==> config.mk <==
export PLATFORM = sky130hd
export DESIGN_NAME = separation_steering_force_flat
export DESIGN_NICKNAME = d
export VERILOG_FILES = /design/src/rtl/core/ssf_pkg.sv /design/src/rtl/core/ssf_if.sv /design/src/rtl/core/separation_steering_force.sv /design/src/flat_wrapper.sv
export SDC_FILE = /design/constraint.sdc
export NUM_CORES = 2
export LEC_CHECK = 0
export BUFFER_PORTS_ARGS = -buffer_cell sky130_fd_sc_hd__buf_2
export CELL_PAD_IN_SITES_DETAIL_PLACEMENT = 2
export CELL_PAD_IN_SITES_GLOBAL_PLACEMENT = 2
export CORE_MARGIN = 4
export CORE_UTILIZATION = 25
export CTS_CLUSTER_DIAMETER = 200
export DETAILED_ROUTE_END_ITERATION = 12
export HOLD_SLACK_MARGIN = 0.15
export MAX_ROUTING_LAYER = met4
export PLACE_DENSITY = 0.67
export SETUP_SLACK_MARGIN = 0.02
export SYNTH_ARGS = -nofsm -noshare
export SYNTH_HDL_FRONTEND = slang
export SYNTH_SLANG_ARGS = --single-unit
==> constraint.sdc <==
create_clock -name clk -period 34.7 [get_ports clk]
set_input_delay 6.94 -clock clk [delete_from_list [all_inputs] [get_ports clk]]
set_output_delay 6.94 -clock clk [all_outputs]
set_load 0.02 [all_outputs]
==> src/rtl/core/ssf_pkg.sv <==
// ----------------------------------------------------------------------------
// ssf_pkg
// Shared types and codes for the separation steering force block.
// ----------------------------------------------------------------------------
package ssf_pkg;

  localparam int CfgW = 31;

  localparam logic [1:0] OP_LOAD  = 2'd0;
  localparam logic [1:0] OP_NEIGH = 2'd1;
  localparam logic [1:0] OP_FIN   = 2'd2;

  localparam logic [1:0] REG_MAX_SPEED = 2'd0;
  localparam logic [1:0] REG_MAX_FORCE = 2'd1;
  localparam logic [1:0] REG_SPACING   = 2'd2;

  typedef struct packed {
    logic [1:0]         op;
    logic signed [31:0] pos_x;
    logic signed [31:0] pos_y;
    logic signed [31:0] vel_x;
    logic signed [31:0] vel_y;
  } ssf_in_t;

  typedef struct packed {
    logic signed [31:0] force_x;
    logic signed [31:0] force_y;
    logic [15:0]        neighbors_used;
  } ssf_out_t;

endpackage

==> src/rtl/core/ssf_if.sv <==
// ----------------------------------------------------------------------------
// ssf_if
// Valid/ready channels carrying the block's input and result transactions.
// ----------------------------------------------------------------------------
interface ssf_in_if;
  import ssf_pkg::*;
  logic    valid;
  logic    ready;
  ssf_in_t data;
  modport source (output valid, output data, input ready);
  modport sink (input valid, input data, output ready);
endinterface

interface ssf_out_if;
  import ssf_pkg::*;
  logic     valid;
  logic     ready;
  ssf_out_t data;
  modport source (output valid, output data, input ready);
  modport sink (input valid, input data, output ready);
endinterface

==> src/rtl/core/separation_steering_force.sv <==
// One transaction at a time: input is ready only while idle. A load, or a neighbor
// rejected on a component, is taken without leaving idle; a neighbor rejected on
// distance returns after the square root, an accepted one after the divides. The
// bit-serial multiplier, square root and divider work one bit per cycle.
// Reset (rst, synchronous): registers to defaults, own state and sums cleared.
// ----------------------------------------------------------------------------
// separation_steering_force
// Boids separation steering force with bit-serial mul, sqrt and divide units.
// ----------------------------------------------------------------------------
module separation_steering_force #(
  parameter int FRACTION_BITS = 16,
  parameter int COUNT_MAX     = 65535
) (
  input  logic                       clk,
  input  logic                       rst,
  input  logic                       cfg_we,
  input  logic [1:0]                 cfg_index,
  input  logic [ssf_pkg::CfgW-1:0]   cfg_wdata,
  ssf_in_if.sink                     din,
  ssf_out_if.source                  dout
);
  import ssf_pkg::*;

  localparam logic [15:0] CNT_SAT = COUNT_MAX[15:0];

  localparam logic [3:0] S_IDLE  = 4'd0;
  localparam logic [3:0] S_SQ    = 4'd1;
  localparam logic [3:0] S_SQRT  = 4'd2;
  localparam logic [3:0] S_NDIV  = 4'd3;
  localparam logic [3:0] S_AVG   = 4'd4;
  localparam logic [3:0] S_NORM  = 4'd5;
  localparam logic [3:0] S_PMUL  = 4'd6;
  localparam logic [3:0] S_PDIV  = 4'd7;
  localparam logic [3:0] S_STEER = 4'd8;
  localparam logic [3:0] S_LMF   = 4'd9;
  localparam logic [3:0] S_LSQ   = 4'd10;
  localparam logic [3:0] S_OUT   = 4'd11;

  localparam logic [1:0] M_NB  = 2'd0;
  localparam logic [1:0] M_SPD = 2'd1;
  localparam logic [1:0] M_LIM = 2'd2;

  logic [30:0]        max_speed, max_force, spacing;
  logic signed [31:0] own_x, own_y, own_vx, own_vy;
  logic signed [47:0] sum_x, sum_y;
  logic [15:0]        count;
  logic [3:0]         state;
  logic [1:0]         mode, sub;
  logic [5:0]         cnt;
  logic [48:0]        ux, uy;
  logic               sx_neg, sy_neg;
  logic [63:0]        mc, acc;
  logic [30:0]        mp;
  logic [33:0]        srem;
  logic [31:0]        root;
  logic [63:0]        dq;
  logic [31:0]        dr, dvs;
  logic [31:0]        res_x;
  logic [61:0]        sq_lim;

  // serial step datapaths
  logic [63:0] mul_next;
  logic [35:0] sq_t, sq_trial, sq_diff;
  logic        sq_ge;
  logic [31:0] root_next;
  logic [32:0] div_t, div_diff;
  logic        div_ge;
  logic [31:0] dr_next;
  logic [63:0] q_next;

  assign mul_next  = mp[0] ? acc + mc : acc;
  assign sq_t      = {srem, acc[63:62]};
  assign sq_trial  = {2'b00, root, 2'b01};
  assign sq_ge     = sq_t >= sq_trial;
  assign sq_diff   = sq_t - sq_trial;
  assign root_next = {root[30:0], sq_ge};
  assign div_t     = {dr, dq[63]};
  assign div_ge    = div_t >= {1'b0, dvs};
  assign div_diff  = div_t - {1'b0, dvs};
  assign dr_next   = div_ge ? div_diff[31:0] : div_t[31:0];
  assign q_next    = {dq[62:0], div_ge};

  // neighbor offsets
  logic [32:0] nb_dx, nb_dy, nb_ax, nb_ay, th33;
  logic        nb_near;
  assign nb_dx   = {own_x[31], own_x} - {din.data.pos_x[31], din.data.pos_x};
  assign nb_dy   = {own_y[31], own_y} - {din.data.pos_y[31], din.data.pos_y};
  assign nb_ax   = nb_dx[32] ? 33'd0 - nb_dx : nb_dx;
  assign nb_ay   = nb_dy[32] ? 33'd0 - nb_dy : nb_dy;
  assign th33    = {2'b00, spacing};
  assign nb_near = (nb_ax < th33) && (nb_ay < th33);

  logic [47:0] mag_sx, mag_sy;
  assign mag_sx = sum_x[47] ? 48'd0 - sum_x : sum_x;
  assign mag_sy = sum_y[47] ? 48'd0 - sum_y : sum_y;

  logic [48:0] nrm_or;
  assign nrm_or = ux | uy;

  logic [30:0] len_sel;
  assign len_sel = (mode == M_LIM) ? max_force : max_speed;

  // steer = desired - velocity
  logic [33:0] st_vx, st_vy, st_sx, st_sy, st_mx, st_my, mf34;
  assign st_vx = sx_neg ? 34'd0 - ux[33:0] : ux[33:0];
  assign st_vy = sy_neg ? 34'd0 - uy[33:0] : uy[33:0];
  assign st_sx = st_vx - {{2{own_vx[31]}}, own_vx};
  assign st_sy = st_vy - {{2{own_vy[31]}}, own_vy};
  assign st_mx = st_sx[33] ? 34'd0 - st_sx : st_sx;
  assign st_my = st_sy[33] ? 34'd0 - st_sy : st_sy;
  assign mf34  = {3'b000, max_force};

  function automatic logic signed [47:0] sat_add(logic signed [47:0] s, logic neg,
                                                 logic [48:0] m);
    logic [49:0] mv;
    logic [49:0] r;
    mv = neg ? 50'd0 - {1'b0, m} : {1'b0, m};
    r  = {{2{s[47]}}, s} + mv;
    if (r[49:47] == 3'b000 || r[49:47] == 3'b111) begin
      return r[47:0];
    end else if (r[49]) begin
      return {1'b1, 47'd0};
    end else begin
      return {1'b0, {47{1'b1}}};
    end
  endfunction

  assign din.ready = (state == S_IDLE);

  always_ff @(posedge clk) begin
    if (rst) begin
      max_speed  <= 31'd131072;
      max_force  <= 31'd65536;
      spacing    <= 31'd1310720;
      own_x      <= '0;
      own_y      <= '0;
      own_vx     <= '0;
      own_vy     <= '0;
      sum_x      <= '0;
      sum_y      <= '0;
      count      <= '0;
      state      <= S_IDLE;
      mode       <= M_NB;
      sub        <= '0;
      cnt        <= '0;
      dout.valid <= 1'b0;
    end else begin
      if (cfg_we) begin
        case (cfg_index)
          REG_MAX_SPEED: max_speed <= cfg_wdata;
          REG_MAX_FORCE: max_force <= cfg_wdata;
          REG_SPACING:   spacing   <= cfg_wdata;
          default: ;
        endcase
      end
      if (dout.valid && dout.ready && state != S_OUT) begin
        dout.valid <= 1'b0;
      end

      case (state)
        S_IDLE: begin
          if (din.valid) begin
            case (din.data.op)
              OP_LOAD: begin
                own_x  <= din.data.pos_x;
                own_y  <= din.data.pos_y;
                own_vx <= din.data.vel_x;
                own_vy <= din.data.vel_y;
                sum_x  <= '0;
                sum_y  <= '0;
                count  <= '0;
              end
              OP_NEIGH: begin
                if (nb_near) begin
                  ux     <= {16'd0, nb_ax};
                  uy     <= {16'd0, nb_ay};
                  sx_neg <= nb_dx[32];
                  sy_neg <= nb_dy[32];
                  mc     <= {33'd0, nb_ax[30:0]};
                  mp     <= nb_ax[30:0];
                  acc    <= '0;
                  cnt    <= 6'd30;
                  sub    <= 2'd0;
                  mode   <= M_NB;
                  state  <= S_SQ;
                end
              end
              OP_FIN: begin
                if (count == 16'd0) begin
                  ux     <= '0;
                  uy     <= '0;
                  sx_neg <= 1'b0;
                  sy_neg <= 1'b0;
                  state  <= S_OUT;
                end else begin
                  sx_neg <= sum_x[47];
                  sy_neg <= sum_y[47];
                  dq     <= {16'd0, mag_sx};
                  dr     <= '0;
                  dvs    <= {16'd0, count};
                  cnt    <= 6'd63;
                  sub    <= 2'd0;
                  state  <= S_AVG;
                end
              end
              default: ;
            endcase
          end
        end

        S_SQ: begin
          acc <= mul_next;
          mc  <= {mc[62:0], 1'b0};
          mp  <= {1'b0, mp[30:1]};
          cnt <= cnt - 6'd1;
          if (cnt == 6'd0) begin
            if (sub == 2'd0) begin
              mc  <= {33'd0, uy[30:0]};
              mp  <= uy[30:0];
              cnt <= 6'd30;
              sub <= 2'd1;
            end else begin
              srem  <= '0;
              root  <= '0;
              cnt   <= 6'd31;
              state <= S_SQRT;
            end
          end
        end

        S_SQRT: begin
          srem <= sq_ge ? sq_diff[33:0] : sq_t[33:0];
          root <= root_next;
          acc  <= {acc[61:0], 2'b00};
          cnt  <= cnt - 6'd1;
          if (cnt == 6'd0) begin
            if (mode == M_NB) begin
              if (root_next == 32'd0 || root_next >= {1'b0, spacing}) begin
                state <= S_IDLE;
              end else begin
                dvs   <= root_next;
                dq    <= 64'(ux[30:0]) << FRACTION_BITS;
                dr    <= '0;
                cnt   <= 6'd63;
                sub   <= 2'd0;
                state <= S_NDIV;
              end
            end else begin
              dvs   <= root_next;
              mc    <= {33'd0, ux[30:0]};
              mp    <= len_sel;
              acc   <= '0;
              cnt   <= 6'd30;
              sub   <= 2'd0;
              state <= S_PMUL;
            end
          end
        end

        S_NDIV: begin
          dq  <= q_next;
          dr  <= dr_next;
          cnt <= cnt - 6'd1;
          if (cnt == 6'd0) begin
            dr  <= '0;
            cnt <= 6'd63;
            sub <= sub + 2'd1;
            case (sub)
              2'd0: dq <= q_next << FRACTION_BITS;
              2'd1: begin
                sum_x <= sat_add(sum_x, sx_neg, q_next[48:0]);
                dq    <= 64'(uy[30:0]) << FRACTION_BITS;
              end
              2'd2: dq <= q_next << FRACTION_BITS;
              default: begin
                sum_y <= sat_add(sum_y, sy_neg, q_next[48:0]);
                if (count != CNT_SAT) begin
                  count <= count + 16'd1;
                end
                state <= S_IDLE;
              end
            endcase
          end
        end

        S_AVG: begin
          dq  <= q_next;
          dr  <= dr_next;
          cnt <= cnt - 6'd1;
          if (cnt == 6'd0) begin
            if (sub == 2'd0) begin
              ux  <= q_next[48:0];
              dq  <= {16'd0, mag_sy};
              dr  <= '0;
              cnt <= 6'd63;
              sub <= 2'd1;
            end else begin
              uy    <= q_next[48:0];
              mode  <= M_SPD;
              state <= S_NORM;
            end
          end
        end

        S_NORM: begin
          if (nrm_or == 49'd0) begin
            state <= (mode == M_SPD) ? S_STEER : S_OUT;
          end else if (|nrm_or[48:31]) begin
            ux <= {1'b0, ux[48:1]};
            uy <= {1'b0, uy[48:1]};
          end else if (!nrm_or[30]) begin
            ux <= {ux[47:0], 1'b0};
            uy <= {uy[47:0], 1'b0};
          end else begin
            mc    <= {33'd0, ux[30:0]};
            mp    <= ux[30:0];
            acc   <= '0;
            cnt   <= 6'd30;
            sub   <= 2'd0;
            state <= S_SQ;
          end
        end

        S_PMUL: begin
          acc <= mul_next;
          mc  <= {mc[62:0], 1'b0};
          mp  <= {1'b0, mp[30:1]};
          cnt <= cnt - 6'd1;
          if (cnt == 6'd0) begin
            dq    <= mul_next;
            dr    <= '0;
            cnt   <= 6'd63;
            state <= S_PDIV;
          end
        end

        S_PDIV: begin
          dq  <= q_next;
          dr  <= dr_next;
          cnt <= cnt - 6'd1;
          if (cnt == 6'd0) begin
            if (sub == 2'd0) begin
              res_x <= q_next[31:0];
              mc    <= {33'd0, uy[30:0]};
              mp    <= len_sel;
              acc   <= '0;
              cnt   <= 6'd30;
              sub   <= 2'd1;
              state <= S_PMUL;
            end else begin
              ux    <= {17'd0, res_x};
              uy    <= {17'd0, q_next[31:0]};
              state <= (mode == M_SPD) ? S_STEER : S_OUT;
            end
          end
        end

        S_STEER: begin
          ux     <= {15'd0, st_mx};
          uy     <= {15'd0, st_my};
          sx_neg <= st_sx[33];
          sy_neg <= st_sy[33];
          if (st_mx > mf34 || st_my > mf34) begin
            mode  <= M_LIM;
            state <= S_NORM;
          end else begin
            mc    <= {33'd0, max_force};
            mp    <= max_force;
            acc   <= '0;
            cnt   <= 6'd30;
            state <= S_LMF;
          end
        end

        S_LMF: begin
          acc <= mul_next;
          mc  <= {mc[62:0], 1'b0};
          mp  <= {1'b0, mp[30:1]};
          cnt <= cnt - 6'd1;
          if (cnt == 6'd0) begin
            sq_lim <= mul_next[61:0];
            mc     <= {33'd0, ux[30:0]};
            mp     <= ux[30:0];
            acc    <= '0;
            cnt    <= 6'd30;
            sub    <= 2'd0;
            state  <= S_LSQ;
          end
        end

        S_LSQ: begin
          acc <= mul_next;
          mc  <= {mc[62:0], 1'b0};
          mp  <= {1'b0, mp[30:1]};
          cnt <= cnt - 6'd1;
          if (cnt == 6'd0) begin
            if (sub == 2'd0) begin
              mc  <= {33'd0, uy[30:0]};
              mp  <= uy[30:0];
              cnt <= 6'd30;
              sub <= 2'd1;
            end else if (mul_next > {2'b00, sq_lim}) begin
              mode  <= M_LIM;
              state <= S_NORM;
            end else begin
              state <= S_OUT;
            end
          end
        end

        S_OUT: begin
          if (!dout.valid || dout.ready) begin
            dout.valid               <= 1'b1;
            dout.data.force_x        <= sx_neg ? 32'd0 - ux[31:0] : ux[31:0];
            dout.data.force_y        <= sy_neg ? 32'd0 - uy[31:0] : uy[31:0];
            dout.data.neighbors_used <= count;
            state                    <= S_IDLE;
          end
        end

        default: state <= S_IDLE;
      endcase
    end
  end

endmodule

==> src/flat_wrapper.sv <==
// flat-port wrapper written by rule: the top's interface ports become plain ports
module separation_steering_force_flat import ssf_pkg::*;
#(
  parameter int FRACTION_BITS = 16,
  parameter int COUNT_MAX     = 65535
)
  (clk, rst, cfg_we, cfg_index, cfg_wdata, din_valid, din_data, din_ready, dout_valid, dout_data, dout_ready);
  ssf_in_if din_i ();
  ssf_out_if dout_i ();
  input  logic clk;
  input  logic rst;
  input  logic cfg_we;
  input  logic [1:0] cfg_index;
  input  logic [ssf_pkg::CfgW-1:0] cfg_wdata;
  input wire logic [$bits(din_i.valid)-1:0] din_valid;
  input wire logic [$bits(din_i.data)-1:0] din_data;
  output wire logic [$bits(din_i.ready)-1:0] din_ready;
  output wire logic [$bits(dout_i.valid)-1:0] dout_valid;
  output wire logic [$bits(dout_i.data)-1:0] dout_data;
  input wire logic [$bits(dout_i.ready)-1:0] dout_ready;
  assign din_i.valid = din_valid;
  assign din_i.data = din_data;
  assign din_ready = din_i.ready;
  assign dout_valid = dout_i.valid;
  assign dout_data = dout_i.data;
  assign dout_i.ready = dout_ready;
  separation_steering_force #(.FRACTION_BITS(FRACTION_BITS), .COUNT_MAX(COUNT_MAX)) u_core (.clk(clk), .rst(rst), .cfg_we(cfg_we), .cfg_index(cfg_index), .cfg_wdata(cfg_wdata), .din(din_i), .dout(dout_i));
endmodule
==> results.txt <==
Worst Hold Class = reg -> reg
Dpl hpwl = 302000 µm
CP Launch Type = primary input
CTS tree = done
Vias in the first global route = 75600
Final core utilization = 0.287
# nets final = 9558
Largest net degree at the start of global routing = 91
DR WL/cell = 30.2 µm
Critical Path Max Stage Delay = 1070 ps
Initial antenna violation count = 81
Routed Antenna Nets = 0
Vert. Die Dim = 555 µm
Max IR drop VDD = 57.6 µV
Htree depth = 4
Critical setup path kind = in -> reg
First-pass GRT wire length = 553000 µm
Number of buffers added on ports = 249
Max-cap violations = 2
# setup viols final = 0
Routed via count = 73900
Asr flop ratio synth = 0
GRT met1 Usage = 0.334
Most frequent cells in the layout = nand2_1, a21oi_1, edfxtp_1, ha_1, o21ai_0
Post-cts hold buffer count = 0
Mapped Area = 0.0749 mm²
Final Max Tran Viols = 4
Hold Vio Cnt, Final = 0
Failing checks = DRC, capacitance limit, slew limit
Largest family of logic cells by synthesized area = compound AO/OA/AOI/OAI gates
Number of synthesized flops with an enable pin = 627
Global Route met2 Usage = 0.361
CP Data Required Time = 35100 ps
Tightest Pin Transition = 1600 ps
Post-synthesis sequential area ratio = 0.344
DRT Pass-1 Iters = 13
Worst-Skew Late Latency = 850 ps
Clock root cell = clkbuf_16
Fmax = 66.6 MHz
Top Family by Delay on Critical Path = compound AO/OA/AOI/OAI gates
Area grow syn2layout = 14.0%
Die X = 555 µm
Layout fillers = 33600
Vias per inst = 5.74
Worst path slowest cell = xnor2_1
Layout cells sized above 1 = 0.0944
Max-slew headroom = -0.0641
PostCTS Resize Cnt = 0
Sink Count = 975
Outcome = finished, violations left
Gr busiest metal = met2
XOR/XNOR share of the synthesized area = 0.0780
Die Area = 0.308 mm²
RSZ-0062 raised after global routing = no
I/O pin total = 250
Count of cell types in the netlist = 95
Core Region = 0.298 mm²
Reg clk slew, reported paths = 60 ps
Crit path DAT = 15410 ps
CTS Buffer Depth = 4
Commonest non-fill, non-tap cell in the layout = nand2_1
Synthesized-area fraction occupied by adder cells = 0.101
#FFs+latches synth = 975
CTS Buf Count = 138
Post-CTS setup buffer count = 0
Synth Warn # = 0
Leakage Power = 0.0331 µW
Iteration-0 DRC Markers = 7815
Min Tclk post-route = 15020 ps
Synth Area in Simple Gates = 0.160
Total track usage = 0.248
Crit path buf inv count = 3
Grt ovf = 0
DRC = 1
Routed WL = 389000 µm
Synth Area in Compound Gates = 0.244
Fin crit share = 0.433
Power density cells = 96.1 mW/mm²
Mux contribution to synthesized area = 0.0222
Synth Instances = 8714
Initial core utilization = 0.252
Num rows = 200
Crit-path max FO = 49
Syn Area/Cell = 8.60 µm²
Setup_tns = 0 ps
Post-Syn Nets = 9482
Clock Skews = 88.4 ps
Met3 Resource Use GR = 0.0579
RD Place Congestion = 1.03
Main flop type after synthesis = edfxtp_1
Setup crit end kind = flop
[synthesized netlist by cell type, drive strengths merged, types with 54 or more instances]
cell / number / area [µm²]
nand4: 87 / 544
a222oi: 121 / 1210
o21ai: 520 / 2600
nor2: 481 / 1810
ha: 592 / 7410
mux2i: 101 / 1010
a21o: 269 / 2020
or3: 83 / 549
nand2: 1174 / 4410
a31oi: 65 / 407
a22o: 70 / 613
nor3: 116 / 592
a21oi: 812 / 4060
dfxtp: 348 / 6970
mux2: 58 / 653
a22oi: 67 / 503
xor2: 215 / 1880
inv: 492 / 1850
clkbuf: 459 / 1720
nand2b: 84 / 526
and3: 54 / 338
nor4: 62 / 394
o21a: 69 / 518
nor2b: 67 / 419
nand3: 147 / 736
o31ai: 104 / 781
edfxtp: 627 / 18800
a221o: 125 / 1250
xnor2: 452 / 3960
a211oi: 65 / 488
and2: 60 / 375
[metrics by stage]
step | worst slack [ps] | hold slack (ps) | power (µW) | cell area, µm² | instances
6_report | 19680 | 460 | 8210 | 85400 | 12900
5_1_grt | 19340 | 476 | 8550 | 85300 | 12900
4_1_cts | 19990 | 459 | 8060 | 85200 | 12800
3_5_place_dp | 19210 | 451 | 6560 | 80900 | 12600
3_3_place_gp | 19240 | 443 | 6400 | 80900 | 12600
2_1_floorplan | 12770 | 421 | 4510 | 74900 | 8714
[logic make-up after synthesis]
| logic type | after synthesis |
|---|---|
| compound gates | 2732 |
| xor+xnor | 667 |
| fa+ha+maj | 600 |
| buf+inv | 1003 |
| flops | 975 |
| mux | 159 |
| simple gates | 2578 |
[final cells by class]
type	count	area, µm²	share of cell area
diodes	49	123	0.00144
clock buffers	177	3790	0.0444
clock inverters	62	568	0.00665
inverters	494	1850	0.0217
multi-input cells	6736	45600	0.534
flip-flops and latches	975	25800	0.302
well taps	3939	4930	0.0577
repair buffers	445	2730	0.0319
[worst min-delay path: stages (launching register included)]
cell	delay [ps]
dfxtp_1	310
nand2_1	50
a21oi_1	50
[state kept, by name (all words and copies together) (netlist names), 34 cells and up]
name and flops:
u_core.mc 64, u_core.dq 64, u_core.acc 64, u_core.sum_y 48
u_core.srem 34, u_core.uy 49, u_core.dout.data 80, u_core.sq_lim 62
u_core.sum_x 48, u_core.ux 49
[routing by layer]
metal / up-vias / share of wire
met5: - / 0
met4: 0 / 0.040
met3: 690 / 0.088
met1: 38000 / 0.45
li1: 32300 / -
met2: 2983 / 0.42
[worst paths after layout]
kind	end	slack, ps	depth (start not counted)	startpoint
setup / recovery	u_core.ux[45]	19680	29	din_data[96]
setup reg to reg	u_core.mc[8]	23020	31	u_core.ux[9]
hold reg to reg	u_core.max_speed[1]	460	2	u_core.max_speed[1]
hold / removal	u_core.max_speed[1]	460	2	u_core.max_speed[1]
[power breakdown]
group	switching [µW]	internal, µW	leakage [µW]
Clock	599	844	0.00216
Combinational	3440	1550	0.0223
Sequential	240	1540	0.00864
Total	4270	3930	0.0331
Note: power is estimated with default switching activity, not from simulation.
